==> config.mk <==
export PLATFORM = sky130hd
export DESIGN_NAME = telemetry_frame_deframer_flat
export DESIGN_NICKNAME = d
export VERILOG_FILES = /design/src/sv/tfd_pkg.sv /design/src/sv/tfd_if.sv /design/src/sv/tfd_hunt.sv /design/src/sv/tfd_stats.sv /design/src/sv/telemetry_frame_deframer.sv /design/src/flat_wrapper.sv
export SDC_FILE = /design/constraint.sdc
export NUM_CORES = 1
export LEC_CHECK = 0
export ABC_AREA = 1
export ABC_CLOCK_PERIOD_IN_PS = 4100
export BUFFER_PORTS_ARGS = -buffer_cell sky130_fd_sc_hd__buf_2
export CAP_MARGIN = 10
export CORE_UTILIZATION = 53
export DETAILED_ROUTE_END_ITERATION = 8
export PLACE_DENSITY = 0.83
export SYNTH_ARGS = -nofsm -noshare
export SYNTH_HDL_FRONTEND = slang
export SYNTH_SLANG_ARGS = --single-unit
==> constraint.sdc <==
create_clock -name clk_i -period 4.1 [get_ports clk_i]
set_clock_uncertainty 0.1 [all_clocks]
set_input_delay 0 -clock clk_i [delete_from_list [all_inputs] [get_ports clk_i]]
set_output_delay 0 -clock clk_i [all_outputs]
set_load 0.02 [all_outputs]
==> src/sv/tfd_pkg.sv <==
// ----------------------------------------------------------------------------
// tfd_pkg
// Shared constants and types of the telemetry frame deframer.
// ----------------------------------------------------------------------------
package tfd_pkg;

  localparam int unsigned NUM_AXES_DEF = 6;

  localparam logic [7:0] SYNC_FIRST  = 8'hAA;
  localparam logic [7:0] SYNC_SECOND = 8'h55;

  // byte offset of the last byte of an axis record (six bytes per axis)
  localparam logic [2:0] AXIS_LAST_BYTE = 3'd5;

  localparam logic [15:0] THRESHOLD_RESET = 16'd5000;

  // one completed axis, from the hunt/assembly stage
  typedef struct packed {
    logic               fire;
    logic               last;
    logic [2:0]         axis_index;
    logic signed [15:0] position;
    logic signed [15:0] velocity;
    logic [15:0]        current_ma;
    logic               alert;
    logic               frame_alert;
    logic [7:0]         seq;
  } axis_evt_t;

  // frame statistics as shown on a result
  typedef struct packed {
    logic [31:0] valid_frames;
    logic [31:0] alert_frames;
    logic [31:0] lost_frames;
    logic [7:0]  seq_min;
    logic [7:0]  seq_max;
  } frame_stats_t;

endpackage

==> src/sv/tfd_if.sv <==
// ----------------------------------------------------------------------------
// tfd_if
// Channel interfaces: raw byte in, decoded axis out, threshold write.
// ----------------------------------------------------------------------------
interface tfd_byte_if;
  logic       valid;
  logic       ready;
  logic [7:0] data_byte;

  modport source (output valid, output data_byte, input ready);
  modport sink   (input valid, input data_byte, output ready);
endinterface

interface tfd_axis_if;
  logic               valid;
  logic               ready;
  logic [2:0]         axis_index;
  logic signed [15:0] position;
  logic signed [15:0] velocity;
  logic [15:0]        current_ma;
  logic               axis_alert;
  logic [7:0]         frame_seq;
  logic               last_axis;
  logic [31:0]        valid_frames;
  logic [31:0]        alert_frames;
  logic [31:0]        lost_frames;
  logic [7:0]         seq_min;
  logic [7:0]         seq_max;

  modport source (
    output valid, output axis_index, output position, output velocity,
    output current_ma, output axis_alert, output frame_seq, output last_axis,
    output valid_frames, output alert_frames, output lost_frames,
    output seq_min, output seq_max, input ready
  );
  modport sink (
    input valid, input axis_index, input position, input velocity,
    input current_ma, input axis_alert, input frame_seq, input last_axis,
    input valid_frames, input alert_frames, input lost_frames,
    input seq_min, input seq_max, output ready
  );
endinterface

interface tfd_cfg_if;
  logic        valid;
  logic        ready;
  logic [15:0] current_threshold_ma;

  modport source (output valid, output current_threshold_ma, input ready);
  modport sink   (input valid, input current_threshold_ma, output ready);
endinterface

==> src/sv/tfd_hunt.sv <==
// ----------------------------------------------------------------------------
// tfd_hunt
// Sync hunt, sequence capture and axis word assembly.
// ----------------------------------------------------------------------------
module tfd_hunt import tfd_pkg::*; #(
  parameter int unsigned NumAxes = NUM_AXES_DEF
) (
  input  logic        clk_i,
  input  logic        rst_ni,
  input  logic        accept_i,
  input  logic [7:0]  data_byte_i,
  input  logic [15:0] threshold_i,
  output axis_evt_t   evt_o,
  output logic        fire_next_o
);

  localparam int unsigned AxW = (NumAxes > 1) ? $clog2(NumAxes) : 1;
  localparam logic [AxW-1:0] AxisLast = AxW'(NumAxes - 1);

  localparam logic [1:0] StHunt    = 2'd0;
  localparam logic [1:0] StSawAa   = 2'd1;
  localparam logic [1:0] StSeq     = 2'd2;
  localparam logic [1:0] StPayload = 2'd3;

  logic [1:0]       state_q, state_d;
  logic [2:0]       within_q, within_d;
  logic [AxW-1:0]   axis_q, axis_d;
  logic [7:0]       seq_q, seq_d;
  logic             falert_q, falert_d;
  logic [4:0][7:0]  lanes_q, lanes_d;

  logic [15:0]      cur;
  logic             alert;
  logic             last;
  logic [AxW+2:0]   axis_ext;

  assign cur      = {data_byte_i, lanes_q[4]};
  assign alert    = cur > threshold_i;
  assign last     = axis_q == AxisLast;
  assign axis_ext = {3'b000, axis_q};

  // a result can only come out of the sixth byte of an axis
  assign fire_next_o = (state_q == StPayload) && (within_q == AXIS_LAST_BYTE);

  always_comb begin
    state_d  = state_q;
    within_d = within_q;
    axis_d   = axis_q;
    seq_d    = seq_q;
    falert_d = falert_q;
    lanes_d  = lanes_q;
    evt_o.fire        = 1'b0;
    evt_o.last        = last;
    evt_o.axis_index  = axis_ext[2:0];
    evt_o.position    = {lanes_q[1], lanes_q[0]};
    evt_o.velocity    = {lanes_q[3], lanes_q[2]};
    evt_o.current_ma  = cur;
    evt_o.alert       = alert;
    evt_o.frame_alert = falert_q | alert;
    evt_o.seq         = seq_q;
    if (accept_i) begin
      unique case (state_q)
        StHunt: begin
          if (data_byte_i == SYNC_FIRST) state_d = StSawAa;
        end
        StSawAa: begin
          if (data_byte_i == SYNC_SECOND) begin
            state_d = StSeq;
          end else if (data_byte_i != SYNC_FIRST) begin
            state_d = StHunt;
          end
        end
        StSeq: begin
          seq_d    = data_byte_i;
          within_d = '0;
          axis_d   = '0;
          falert_d = 1'b0;
          state_d  = StPayload;
        end
        StPayload: begin
          if (within_q == AXIS_LAST_BYTE) begin
            evt_o.fire = 1'b1;
            within_d   = '0;
            falert_d   = falert_q | alert;
            if (last) begin
              state_d = StHunt;
              axis_d  = '0;
            end else begin
              axis_d = axis_q + 1'b1;
            end
          end else begin
            lanes_d[within_q] = data_byte_i;
            within_d          = within_q + 3'd1;
          end
        end
        default: state_d = StHunt;
      endcase
    end
  end

  always_ff @(posedge clk_i or negedge rst_ni) begin
    if (!rst_ni) begin
      state_q  <= StHunt;
      within_q <= '0;
      axis_q   <= '0;
      seq_q    <= '0;
      falert_q <= 1'b0;
    end else begin
      state_q  <= state_d;
      within_q <= within_d;
      axis_q   <= axis_d;
      seq_q    <= seq_d;
      falert_q <= falert_d;
    end
  end

  // word bytes: every lane is written before it is read within an axis
  always_ff @(posedge clk_i) begin
    lanes_q <= lanes_d;
  end

endmodule

==> src/sv/tfd_stats.sv <==
// ----------------------------------------------------------------------------
// tfd_stats
// Frame counters and sequence bounds, updated when a frame closes.
// ----------------------------------------------------------------------------
module tfd_stats import tfd_pkg::*; (
  input  logic         clk_i,
  input  logic         rst_ni,
  input  logic         close_i,
  input  logic [7:0]   seq_i,
  input  logic         alert_i,
  output frame_stats_t stats_o
);

  function automatic logic [31:0] sat_add(input logic [31:0] a, input logic [7:0] b);
    logic [32:0] s;
    s = {1'b0, a} + {25'd0, b};
    return s[32] ? 32'hFFFF_FFFF : s[31:0];
  endfunction

  logic         first_q, first_d;
  logic [7:0]   prev_q, prev_d;
  frame_stats_t st_q, st_d;
  logic [7:0]   gap;

  // frames missing between the previous and this sequence, modulo 256
  assign gap = seq_i - 8'd1 - prev_q;

  always_comb begin
    st_d    = st_q;
    first_d = first_q;
    prev_d  = prev_q;
    if (close_i) begin
      st_d.valid_frames = sat_add(st_q.valid_frames, 8'd1);
      if (alert_i) st_d.alert_frames = sat_add(st_q.alert_frames, 8'd1);
      if (seq_i < st_q.seq_min) st_d.seq_min = seq_i;
      if (seq_i > st_q.seq_max) st_d.seq_max = seq_i;
      if (!first_q) st_d.lost_frames = sat_add(st_q.lost_frames, gap);
      first_d = 1'b0;
      prev_d  = seq_i;
    end
  end

  // show updated values on the closing axis, unchanged ones otherwise
  assign stats_o = st_d;

  always_ff @(posedge clk_i or negedge rst_ni) begin
    if (!rst_ni) begin
      first_q         <= 1'b1;
      prev_q          <= '0;
      st_q.valid_frames <= '0;
      st_q.alert_frames <= '0;
      st_q.lost_frames  <= '0;
      st_q.seq_min      <= 8'hFF;
      st_q.seq_max      <= '0;
    end else begin
      first_q <= first_d;
      prev_q  <= prev_d;
      st_q    <= st_d;
    end
  end

endmodule

==> src/sv/telemetry_frame_deframer.sv <==
// ----------------------------------------------------------------------------
// telemetry_frame_deframer
// Byte-stream deframer for axis telemetry frames with running statistics.
// ----------------------------------------------------------------------------
// Usage:
//   byte_i  takes one raw stream byte per transfer. The block hunts for the
//           sync pair AA 55, takes a sequence byte, then six bytes per axis.
//   axis_o  gives one decoded axis per transfer, with the alert flag and the
//           frame counters (updated on the last axis of a frame).
//   cfg_i   writes the alert threshold in milliamperes; always ready.
// Throughput: one byte per cycle unless stalled. Latency: an axis result is on
//   axis_o the cycle after its sixth byte is transferred.
// Stall: while a result waits on axis_o, bytes that complete no axis are
//   still taken; only a byte that would complete the next axis is held off.
// Reset: hunt restarts, counters clear, sequence minimum goes to 255, and
//   the threshold returns to 5000 mA.
// ----------------------------------------------------------------------------
module telemetry_frame_deframer import tfd_pkg::*; #(
  parameter int unsigned NumAxes = NUM_AXES_DEF
) (
  input  logic             clk_i,
  input  logic             rst_ni,
  tfd_byte_if.sink         byte_i,
  tfd_axis_if.source       axis_o,
  tfd_cfg_if.sink          cfg_i
);

  logic [15:0]  threshold_q;
  logic         accept;
  logic         fire_next;
  axis_evt_t    evt;
  frame_stats_t stats;

  logic         out_valid_q, out_valid_d;
  axis_evt_t    res_evt_q;
  frame_stats_t res_stats_q;

  assign cfg_i.ready = 1'b1;

  always_ff @(posedge clk_i or negedge rst_ni) begin
    if (!rst_ni) begin
      threshold_q <= THRESHOLD_RESET;
    end else if (cfg_i.valid) begin
      threshold_q <= cfg_i.current_threshold_ma;
    end
  end

  // hold off only the byte that would overwrite a result still waiting
  assign byte_i.ready = !(fire_next && out_valid_q && !axis_o.ready);
  assign accept       = byte_i.valid && byte_i.ready;

  tfd_hunt #(
    .NumAxes(NumAxes)
  ) u_hunt (
    .clk_i,
    .rst_ni,
    .accept_i    (accept),
    .data_byte_i (byte_i.data_byte),
    .threshold_i (threshold_q),
    .evt_o       (evt),
    .fire_next_o (fire_next)
  );

  tfd_stats u_stats (
    .clk_i,
    .rst_ni,
    .close_i (evt.fire && evt.last),
    .seq_i   (evt.seq),
    .alert_i (evt.frame_alert),
    .stats_o (stats)
  );

  always_comb begin
    out_valid_d = out_valid_q;
    if (evt.fire) begin
      out_valid_d = 1'b1;
    end else if (axis_o.ready) begin
      out_valid_d = 1'b0;
    end
  end

  always_ff @(posedge clk_i or negedge rst_ni) begin
    if (!rst_ni) begin
      out_valid_q <= 1'b0;
    end else begin
      out_valid_q <= out_valid_d;
    end
  end

  always_ff @(posedge clk_i) begin
    if (evt.fire) begin
      res_evt_q   <= evt;
      res_stats_q <= stats;
    end
  end

  assign axis_o.valid        = out_valid_q;
  assign axis_o.axis_index   = res_evt_q.axis_index;
  assign axis_o.position     = res_evt_q.position;
  assign axis_o.velocity     = res_evt_q.velocity;
  assign axis_o.current_ma   = res_evt_q.current_ma;
  assign axis_o.axis_alert   = res_evt_q.alert;
  assign axis_o.frame_seq    = res_evt_q.seq;
  assign axis_o.last_axis    = res_evt_q.last;
  assign axis_o.valid_frames = res_stats_q.valid_frames;
  assign axis_o.alert_frames = res_stats_q.alert_frames;
  assign axis_o.lost_frames  = res_stats_q.lost_frames;
  assign axis_o.seq_min      = res_stats_q.seq_min;
  assign axis_o.seq_max      = res_stats_q.seq_max;

endmodule

==> src/flat_wrapper.sv <==
// flat-port wrapper written by rule: the top's interface ports become plain ports
module telemetry_frame_deframer_flat import tfd_pkg::*;
#(
  parameter int unsigned NumAxes = NUM_AXES_DEF
)
  (clk_i, rst_ni, byte_i_valid, byte_i_data_byte, byte_i_ready, axis_o_valid, axis_o_axis_index, axis_o_position, axis_o_velocity, axis_o_current_ma, axis_o_axis_alert, axis_o_frame_seq, axis_o_last_axis, axis_o_valid_frames, axis_o_alert_frames, axis_o_lost_frames, axis_o_seq_min, axis_o_seq_max, axis_o_ready, cfg_i_valid, cfg_i_current_threshold_ma, cfg_i_ready);
  tfd_byte_if byte_i_i ();
  tfd_axis_if axis_o_i ();
  tfd_cfg_if cfg_i_i ();
  input  logic clk_i;
  input  logic rst_ni;
  input wire logic [$bits(byte_i_i.valid)-1:0] byte_i_valid;
  input wire logic [$bits(byte_i_i.data_byte)-1:0] byte_i_data_byte;
  output wire logic [$bits(byte_i_i.ready)-1:0] byte_i_ready;
  output wire logic [$bits(axis_o_i.valid)-1:0] axis_o_valid;
  output wire logic [$bits(axis_o_i.axis_index)-1:0] axis_o_axis_index;
  output wire logic [$bits(axis_o_i.position)-1:0] axis_o_position;
  output wire logic [$bits(axis_o_i.velocity)-1:0] axis_o_velocity;
  output wire logic [$bits(axis_o_i.current_ma)-1:0] axis_o_current_ma;
  output wire logic [$bits(axis_o_i.axis_alert)-1:0] axis_o_axis_alert;
  output wire logic [$bits(axis_o_i.frame_seq)-1:0] axis_o_frame_seq;
  output wire logic [$bits(axis_o_i.last_axis)-1:0] axis_o_last_axis;
  output wire logic [$bits(axis_o_i.valid_frames)-1:0] axis_o_valid_frames;
  output wire logic [$bits(axis_o_i.alert_frames)-1:0] axis_o_alert_frames;
  output wire logic [$bits(axis_o_i.lost_frames)-1:0] axis_o_lost_frames;
  output wire logic [$bits(axis_o_i.seq_min)-1:0] axis_o_seq_min;
  output wire logic [$bits(axis_o_i.seq_max)-1:0] axis_o_seq_max;
  input wire logic [$bits(axis_o_i.ready)-1:0] axis_o_ready;
  input wire logic [$bits(cfg_i_i.valid)-1:0] cfg_i_valid;
  input wire logic [$bits(cfg_i_i.current_threshold_ma)-1:0] cfg_i_current_threshold_ma;
  output wire logic [$bits(cfg_i_i.ready)-1:0] cfg_i_ready;
  assign byte_i_i.valid = byte_i_valid;
  assign byte_i_i.data_byte = byte_i_data_byte;
  assign byte_i_ready = byte_i_i.ready;
  assign axis_o_valid = axis_o_i.valid;
  assign axis_o_axis_index = axis_o_i.axis_index;
  assign axis_o_position = axis_o_i.position;
  assign axis_o_velocity = axis_o_i.velocity;
  assign axis_o_current_ma = axis_o_i.current_ma;
  assign axis_o_axis_alert = axis_o_i.axis_alert;
  assign axis_o_frame_seq = axis_o_i.frame_seq;
  assign axis_o_last_axis = axis_o_i.last_axis;
  assign axis_o_valid_frames = axis_o_i.valid_frames;
  assign axis_o_alert_frames = axis_o_i.alert_frames;
  assign axis_o_lost_frames = axis_o_i.lost_frames;
  assign axis_o_seq_min = axis_o_i.seq_min;
  assign axis_o_seq_max = axis_o_i.seq_max;
  assign axis_o_i.ready = axis_o_ready;
  assign cfg_i_i.valid = cfg_i_valid;
  assign cfg_i_i.current_threshold_ma = cfg_i_current_threshold_ma;
  assign cfg_i_ready = cfg_i_i.ready;
  telemetry_frame_deframer #(.NumAxes(NumAxes)) u_core (.clk_i(clk_i), .rst_ni(rst_ni), .byte_i(byte_i_i), .axis_o(axis_o_i), .cfg_i(cfg_i_i));
endmodule
### Word level (Yosys, flattened, before mapping)

Cells that the tools add are included.

| cells by class | value |
|---|---|
| reductions and logical operators | 16 |
| mux-type cells | 29 |
| bitwise gates (word level) | 2 |
| $add $sub $neg | 7 |
| order comparisons | 5 |
| eq/ne operators | 12 |

Operator list:

| operator | count |
|---|---|
| 32-bit two-way mux | 5 |
| 112-bit two-way mux | 1 |
| 32-bit by 1-bit adder with 33-bit output, second input constant | 2 |
| 40-bit bitwise mux | 1 |
| 32-bit by 8-bit adder with 33-bit output | 1 |
| 8-bit demux with 3-bit select | 1 |
| 8-bit two-way mux | 3 |
| 16-bit > comparator | 1 |
| 3-bit case mux with 2 select lines | 2 |
| 2-bit two-way mux | 5 |
| 3-bit two-way mux | 3 |
| 8-bit by 7-bit equality test with 1-bit output, second input constant | 1 |
| 8-bit equality test, second input constant | 1 |
| 8-bit > comparator | 1 |
| 8-bit < comparator | 1 |
| 8-bit inequality test, second input constant | 1 |
| 2-bit case mux with 4 select lines | 1 |
| 8-bit by 1-bit subtractor with 8-bit output, second input constant | 1 |
| 8-bit subtractor | 1 |
| 3-bit by 1-bit adder with 3-bit output, second input constant | 2 |
| 3-bit equality test, second input constant | 2 |
| 1-bit logical AND | 6 |
| 1-bit two-way mux | 6 |
| 3-bit AND reduction | 2 |
| 15 further kinds | 20 |

| word-level totals | value |
|---|---|
| output and inout bits | 176 |
| input port bits | 29 |
| word-level logic and storage cells | 102 |
| bits in registers | 368 |

### Depth between registers and ports, before layout

Gate-level depths: netlist (run 1).

| depth | value |
|---|---|
| depth after elaboration | 9 |
| gate-level depth with buffers | 20 |
| mapped depth without buffers | 20 |

### By module

A second synthesis (run 1) with hierarchy kept.

| second synthesis, totals | value |
|---|---|
| cell total of the unflattened synthesis | 1561 |
| area, all modules | 16305.6 um2 |

Modules (own cells, without submodules):

| module | cells an instance | instances | seq. area each (um2) | area each (um2) |
|---|---|---|---|---|
| tfd_stats | 1075 | 1 | 3039.2 | 7773.7 |
| telemetry_frame_deframer | 252 | 1 | 5626.6 | 5924.4 |
| tfd_hunt | 234 | 1 | 1626.6 | 2607.5 |

### Worst setup path after synthesis (run 1)

Ideal clock, no wire load.

| timing | value |
|---|---|
| kind | register -> register |
| start | register u_core.u_hunt.within_q[1] |
| end | register u_core.res_stats_q (netlist bit u_core.axis_o.lost_frames[18]) (data pin) |
| arrival time | 3.600 ns |
| cell stages (with the launch flop) | 11 |
| library setup time | 0.269 ns |
| path slack | 0.130 ns |
| path through | dfrtp_1 -> inv_2 -> nand3_2 -> nor2_4 -> nand3_4 -> inv_2 -> nand2_2 -> nor2_2 -> nand2_1 -> o21ai_0 -> nand3_1 |

RTL lines:

| element | line | text |
|---|---|---|
| start: declaration | tfd_hunt.sv:26 | `logic [2:0] within_q, within_d;` |
| start signal: assignment | tfd_hunt.sv:110 | `within_q <= within_d;` |
| end signal: assignment | telemetry_frame_deframer.sv:93 | `res_stats_q <= stats;` |
| end: declaration | telemetry_frame_deframer.sv:36 | `frame_stats_t res_stats_q;` |

==> run summary, run 1 <==
Status - finished with violations
Failing checks - design-rule violations
WP data required - 4.26 ns
Die area - 0.0324 mm^2
Fin util - 65.4%
Mean Syn Cell Area - 9.94 um^2
Drt total wl - 42200 um
CTS tree - done
Final period utilization - 90.9%
Power per Cell Area - 412 mW/mm^2
Root Driver - clkbuf_16
DRT iter0 DRCs - 1048
Worst path depth - 17
Setup ws final - 0.372 ns
Final Hold Fails - 0
Setup TNS - 0 ns
Crit path max-delay family - simple AND/OR/NAND/NOR gates
Via density - 5.50
GR Overflow Total - 0
Depth of the CTS H-tree - 2
WP buf/inv - 2
Synth area leader - edfxtp_1
Worst Setup Start Kind - flip-flop
Bufs on Longest Clock Path - 3
Clock latency on the worst-skew pair - 0.53 ns
DRC violations left - 12
Register bit count reported by yosys - 368
Final Power - 8.30 mW
TritonCTS Buffers - 39
Slew margin rel. - 26.2%
GRT Overall Usage - 26.3%
Fraction of layout cells with a size suffix above 1 - 16.6%
Worst slew pin tran - 1.10 ns
Top FF cell, synth - edfxtp_1
Crit path kind - reg -> reg
First-pass GRT wire length - 67800 um
Initial Util - 54.4%
Fraction of registers with async set/reset - 42.1%
Static Leak - 9.39 nW
Port Buffers - 203
I/O pins - 205
Vias in the first global route - 13200
Final cell count without fillers - 2393
Tightest Hold Check Type - in -> async
Placed Cells - 2262
Commonest cells in the netlist - 498 x nand2_1, 213 x edfxtp_1, 170 x inv_1
Initial antenna violation count - 0
PostCTS Resize Cnt - 0
Number of synthesized flops with an enable pin - 213
Largest net degree at the start of global routing - 91
Post-DRT Antenna Nets - 0
Yosys top cell area share - 38.1%
Final Cell Area - 0.0202 mm^2
VDD IR max - 0.000423 V
Slowest CP cell - nor2_1
Synthesized area - 0.0168 mm^2
Placer Congestion - 0.928
Crit Path Max Fanout - 7
Post-synthesis sequential area ratio - 61.3%
Total clock sinks - 368
Layout area overhead - 20.1%
Cells along the critical path - inv_1, ha_1, inv_1, fa_1, o21ai_0, nand2_1, nand2_1, a21oi_1, xnor2_1, ha_1, a21oi_1, o21ai_0, a21oi_1, nor2_1, nand3_1, nand2_1, nand3_1
N_diodes - 0
Critical path arrival - 3.89 ns
Unique masters post-synth - 49
DRT Pass-1 Iters - 9
Via count - 13200
Critical Path Sink Type - flip-flop
Final Critical Period - 3.73 ns
Synthesized Nets - 1767
Reg clk slew, reported paths - 0.06 ns
Final hold slack - 0.0199 ns
Placed Area - 0.0182 mm^2
Area of the core - 0.0308 mm^2
Max stage delay on crit path - 0.43 ns
Final setup viols - 0
Max Cap Violations - 0
# nets final - 2045
Cells on worst reg2reg path - 17
Mapped Cells - 1688
Std cell rows - 64
Pre-CTS WS - 0.412 ns
Post-DP HPWL - 27300 um
Synth warn - 0
Slew Viols, Final - 0
WL/cell - 17.6 um
Die width - 180 um
Die Ht - 180 um
Top post-synthesis cells by area - edfxtp_1 38%, dfrtp_1 21%, nand2_1 11%, nand3_1 4.2%, inv_1 3.8%
Most frequent cell after synthesis - nand2_1
RSZ-0062 raised after global routing - false
Max frequency - 268 MHz
[final timing paths]
kind | from | endpoint | slack (ns)
max | u_core.u_stats.prev_q[0] | u_core.axis_o.lost_frames[23] | 0.37
min | rst_ni | u_core.threshold_q[11] | 0.02
max reg2reg | u_core.u_stats.prev_q[0] | u_core.axis_o.lost_frames[23] | 0.37
min reg2reg | u_core.u_hunt.evt_o[55] | u_core.axis_o.position[13] | 0.32
max in group asynchronous | rst_ni | u_core.u_stats.st_q[10] | 2.93
min in group clk_i | byte_i_data_byte[6] | u_core.axis_o.current_ma[14] | 0.30
[registers in the layout, summed over array words and instances (netlist names), 8 cells and up, named ones only]
name                        flops
u_core.axis_o.seq_max           8
u_core.u_stats.st_q           112
u_core.u_stats.prev_q           8
u_core.axis_o.position         16
u_core.axis_o.frame_seq         8
u_core.axis_o.current_ma       16
u_core.axis_o.valid_frames     32
u_core.axis_o.lost_frames      32
u_core.axis_o.seq_min           8
u_core.u_hunt.evt_o            40
u_core.threshold_q             16
u_core.u_hunt.seq_q             8
u_core.axis_o.alert_frames     32
u_core.axis_o.velocity         16
[cell usage in the layout (no fill, tap or decap), types with 4 or more instances in the layout]
master,n
nand3b_1,21
nor4_1,7
nand3_1,142
nand4_1,25
bufinv_16,5
ha_1,48
xor2_1,22
o21ai_1,6
dfstp_2,14
nor2_2,8
clkinv_2,4
xnor2_1,18
o21ai_0,84
nand3_2,6
clkbuf_16,41
nor3_1,36
edfxtp_1,213
buf_2,202
a21oi_1,34
clkbuf_1,11
inv_2,6
or2_2,4
nand2_2,5
or2_0,4
dlygate4sd3_1,59
dfrtp_1,141
clkbuf_8,6
or2_1,6
buf_4,12
o211ai_1,7
inv_1,170
nor2_1,101
nand2_1,498
[cell type report]
type | instances | area, um^2
tap | 396 | 495
sequential | 368 | 10300
clock buffer | 58 | 1150
fill | 2340 | 10700
inverter | 177 | 669
multi-input combinational | 1105 | 5610
timing repair buffer | 275 | 1720
clock inverter | 14 | 216
[timing repair]
action	in CTS	in global routing
hold buffers	59	0
hold endpoints to repair	172	0
buffers inserted	0	0
[cells by family (layout without fill, tap and decap cells)]
kind of cell / after synthesis / in the layout / share of synthesized area [%]
compound gates: 138 / 138 / 4.32
xor+xnor: 40 / 40 / 2.09
fa+ha+maj: 50 / 50 / 3.82
buf+inv: 215 / 524 / 5.23
flops: 368 / 368 / 61.3
mux: 1 / 1 / 0.0671
other cells: 1 / 1 / 0.0223
simple gates: 875 / 875 / 23.1
[power breakdown]
part / internal, mW / total [mW] / switching (mW)
clock: 2.27 / 3.72 / 1.45
combinational: 0.194 / 0.526 / 0.332
sequential: 3.97 / 4.05 / 0.0775
[per-layer routing]
metal	routed length, um	part of all wire (%)	vias up	global-route usage, %
li1	-	-	6197	-
met3	3820	9.0	113	7.07
met1	17300	41	6290	33.9
met4	1480	3.5	0	10.0
met5	0	0	-	0
met2	19600	46	560	42.5
Power figures use the tool's default switching activity.
==> run 2: changes to the inputs <==
Settings changed: RECOVER_POWER from default to 25.
==> run 2 against run 1 <==
  * Die area unchanged
  * Hold slack better by 0.30 ns
  * Global-route usage unchanged
  * Final area down 0.32%
  * Non-clock buffer count unchanged
  * Power about the same
  * Largest power group unchanged
  * The run ends with design-rule violations, max-capacitance violations, max-slew violations left
  * Count of clock-buffer cells in the layout unchanged
==> run summary, run 2 (synthesis results as in run 1) <==
Status - finished with violations
Failing checks - design-rule violations, max-capacitance violations, max-slew violations
Crit Path Max Fanout - 7
Placer Congestion - 0.928
Max reg flops - 112
Slew Viols, Final - 90
Reg clk slew, reported paths - 0.06 ns
GR Overflow Total - 0
Post-DP HPWL - 27300 um
WP buf/inv - 2
I/O pins - 205
Commonest non-fill, non-tap cells in the layout - 498 x nand2_1, 213 x edfxtp_1, 170 x inv_1
Most Crowded Layer GR - met2
Final setup viols - 0
Postcts setup bufs - 0
Placed Cells - 2262
Via density - 5.47
Port Buffers - 203
Slew margin rel. - -65.1%
Met2 Use GR - 42.5%
Crit path kind - reg -> reg
Grt met1 use - 33.9%
Critical Path Sink Type - flip-flop
Setup slack, reg-to-reg - 0.39 ns
CTS tree - done
Cells on worst reg2reg path - 17
WL/cell - 17.6 um
VDD IR max - 0.000425 V
Die width - 180 um
Largest net degree at the start of global routing - 91
Depth of the CTS H-tree - 2
Final Critical Period - 3.71 ns
Power per Cell Area - 413 mW/mm^2
FF/Latch Area - 0.0103 mm^2
PostCTS Resize Cnt - 0
First-pass GRT wire length - 67800 um
TritonCTS Buffers - 39
Critical path arrival - 3.87 ns
Final period utilization - 90.5%
Fillers - 2351
Via count - 13100
Std cell rows - 64
Area of the core - 0.0308 mm^2
Die area - 0.0324 mm^2
Worst Setup Start Kind - flip-flop
Total clock sinks - 368
RR Startpoint - u_core.u_stats.prev_q[0]
Worst Hold End - u_core.axis_o.position[13]
Final Hold Fails - 0
Tightest Hold Check Type - reg -> reg
Top reg by flops - u_core.u_stats.st_q
DRT iter0 DRCs - 1048
Max frequency - 270 MHz
DRC violations left - 12
Static Leak - 9.20 nW
Drt total wl - 42100 um
Final Cell Area - 0.0201 mm^2
Initial Util - 54.4%
Most common cell after layout, fill and taps aside - nand2_1
Reg-to-Reg End - u_core.axis_o.lost_frames[23]
Vias in the first global route - 13200
GR Util met3 - 7.07%
Worst path depth - 17
Final cell count without fillers - 2393
N_diodes - 0
Worst slew pin tran - 2.48 ns
Cells along the critical path - inv_1, ha_1, inv_1, fa_1, o21ai_0, nand2_1, nand2_1, a21oi_1, xnor2_1, ha_1, a21oi_1, o21ai_0, a21oi_1, nor2_1, nand3_1, nand2_1, nand3_1
Fraction of layout cells with a size suffix above 1 - 14.2%
Bufs on Longest Clock Path - 3
RSZ-0062 raised after global routing - false
Setup TNS - 0 ns
Hold Crit Depth - 0
WP data required - 4.26 ns
DRT Pass-1 Iters - 9
Initial antenna violation count - 0
Root Driver - clkbuf_16
Slowest CP cell - nor2_1
Die Ht - 180 um
Post-DRT Antenna Nets - 0
GRT Overall Usage - 26.3%
Clock latency on the worst-skew pair - 0.53 ns
Layout area overhead - 19.7%
Placed Area - 0.0182 mm^2
# nets final - 2045
Final Power - 8.30 mW
Area of the multi-input gates - 0.00561 mm^2
Max Cap Violations - 1
Crit path max-delay family - adder cells
Max stage delay on crit path - 0.42 ns
Min-Delay Startpoint - u_core.u_hunt.evt_o[55]
Final hold slack - 0.319 ns
run 2: cell count changes in the layout (fill, tap and decap cells not counted), sizes merged:
cell and change:
clkbuf +48, buf -48
run 2: layout make-up:
cell class                      count  area share (%)
Tap cell                          396            2.47
Clock buffer                       58            5.72
Inverter                          177            3.33
Timing Repair Buffer              275            8.25
Multi-Input combinational cell   1105            27.9
Sequential cell                   368            51.2
Clock inverter                     14            1.08
run 2: repair_timing:
item                                   in CTS  in global routing
endpoints found under the hold margin     172                  0
hold buffers                               59                  0
setup endpoints to repair                   0                  0
run 2: how the worst max path moves through the flow:
stage,start,end,slack (ns)
floorplan,u_core.u_hunt.within_q[1],u_core.axis_o.lost_frames[18],0.13
global placement,u_core.u_stats.prev_q[0],u_core.axis_o.lost_frames[20],0.57
detailed placement,u_core.u_hunt.seq_q[0],u_core.axis_o.lost_frames[9],0.41
CTS,u_core.u_hunt.seq_q[1],u_core.axis_o.lost_frames[9],0.38
global route,u_core.u_stats.prev_q[0],u_core.axis_o.lost_frames[15],0.03
finish,u_core.u_stats.prev_q[0],u_core.axis_o.lost_frames[23],0.39
run 2: power breakdown:
group	switching [mW]	leakage [nW]	internal, mW
clock network	1.45	0.659	2.27
registers	0.0764	4.17	3.97
logic	0.332	4.37	0.193
total	1.86	9.20	6.44
run 2: metrics by stage:
step	worst slack (ns)	util [%]
3_3_place_gp	0.568	59.0
6_report	0.391	65.2
4_1_cts	0.379	65.4
2_1_floorplan	0.130	-
3_5_place_dp	0.412	59.0
5_1_grt	0.0312	65.2
run 2: routing by layer:
layer	vias to the layer above	routed length, um
met5	-	0
met4	0	1420
met3	107	3780
met2	536	19600
met1	6247	17400
li1	6193	-
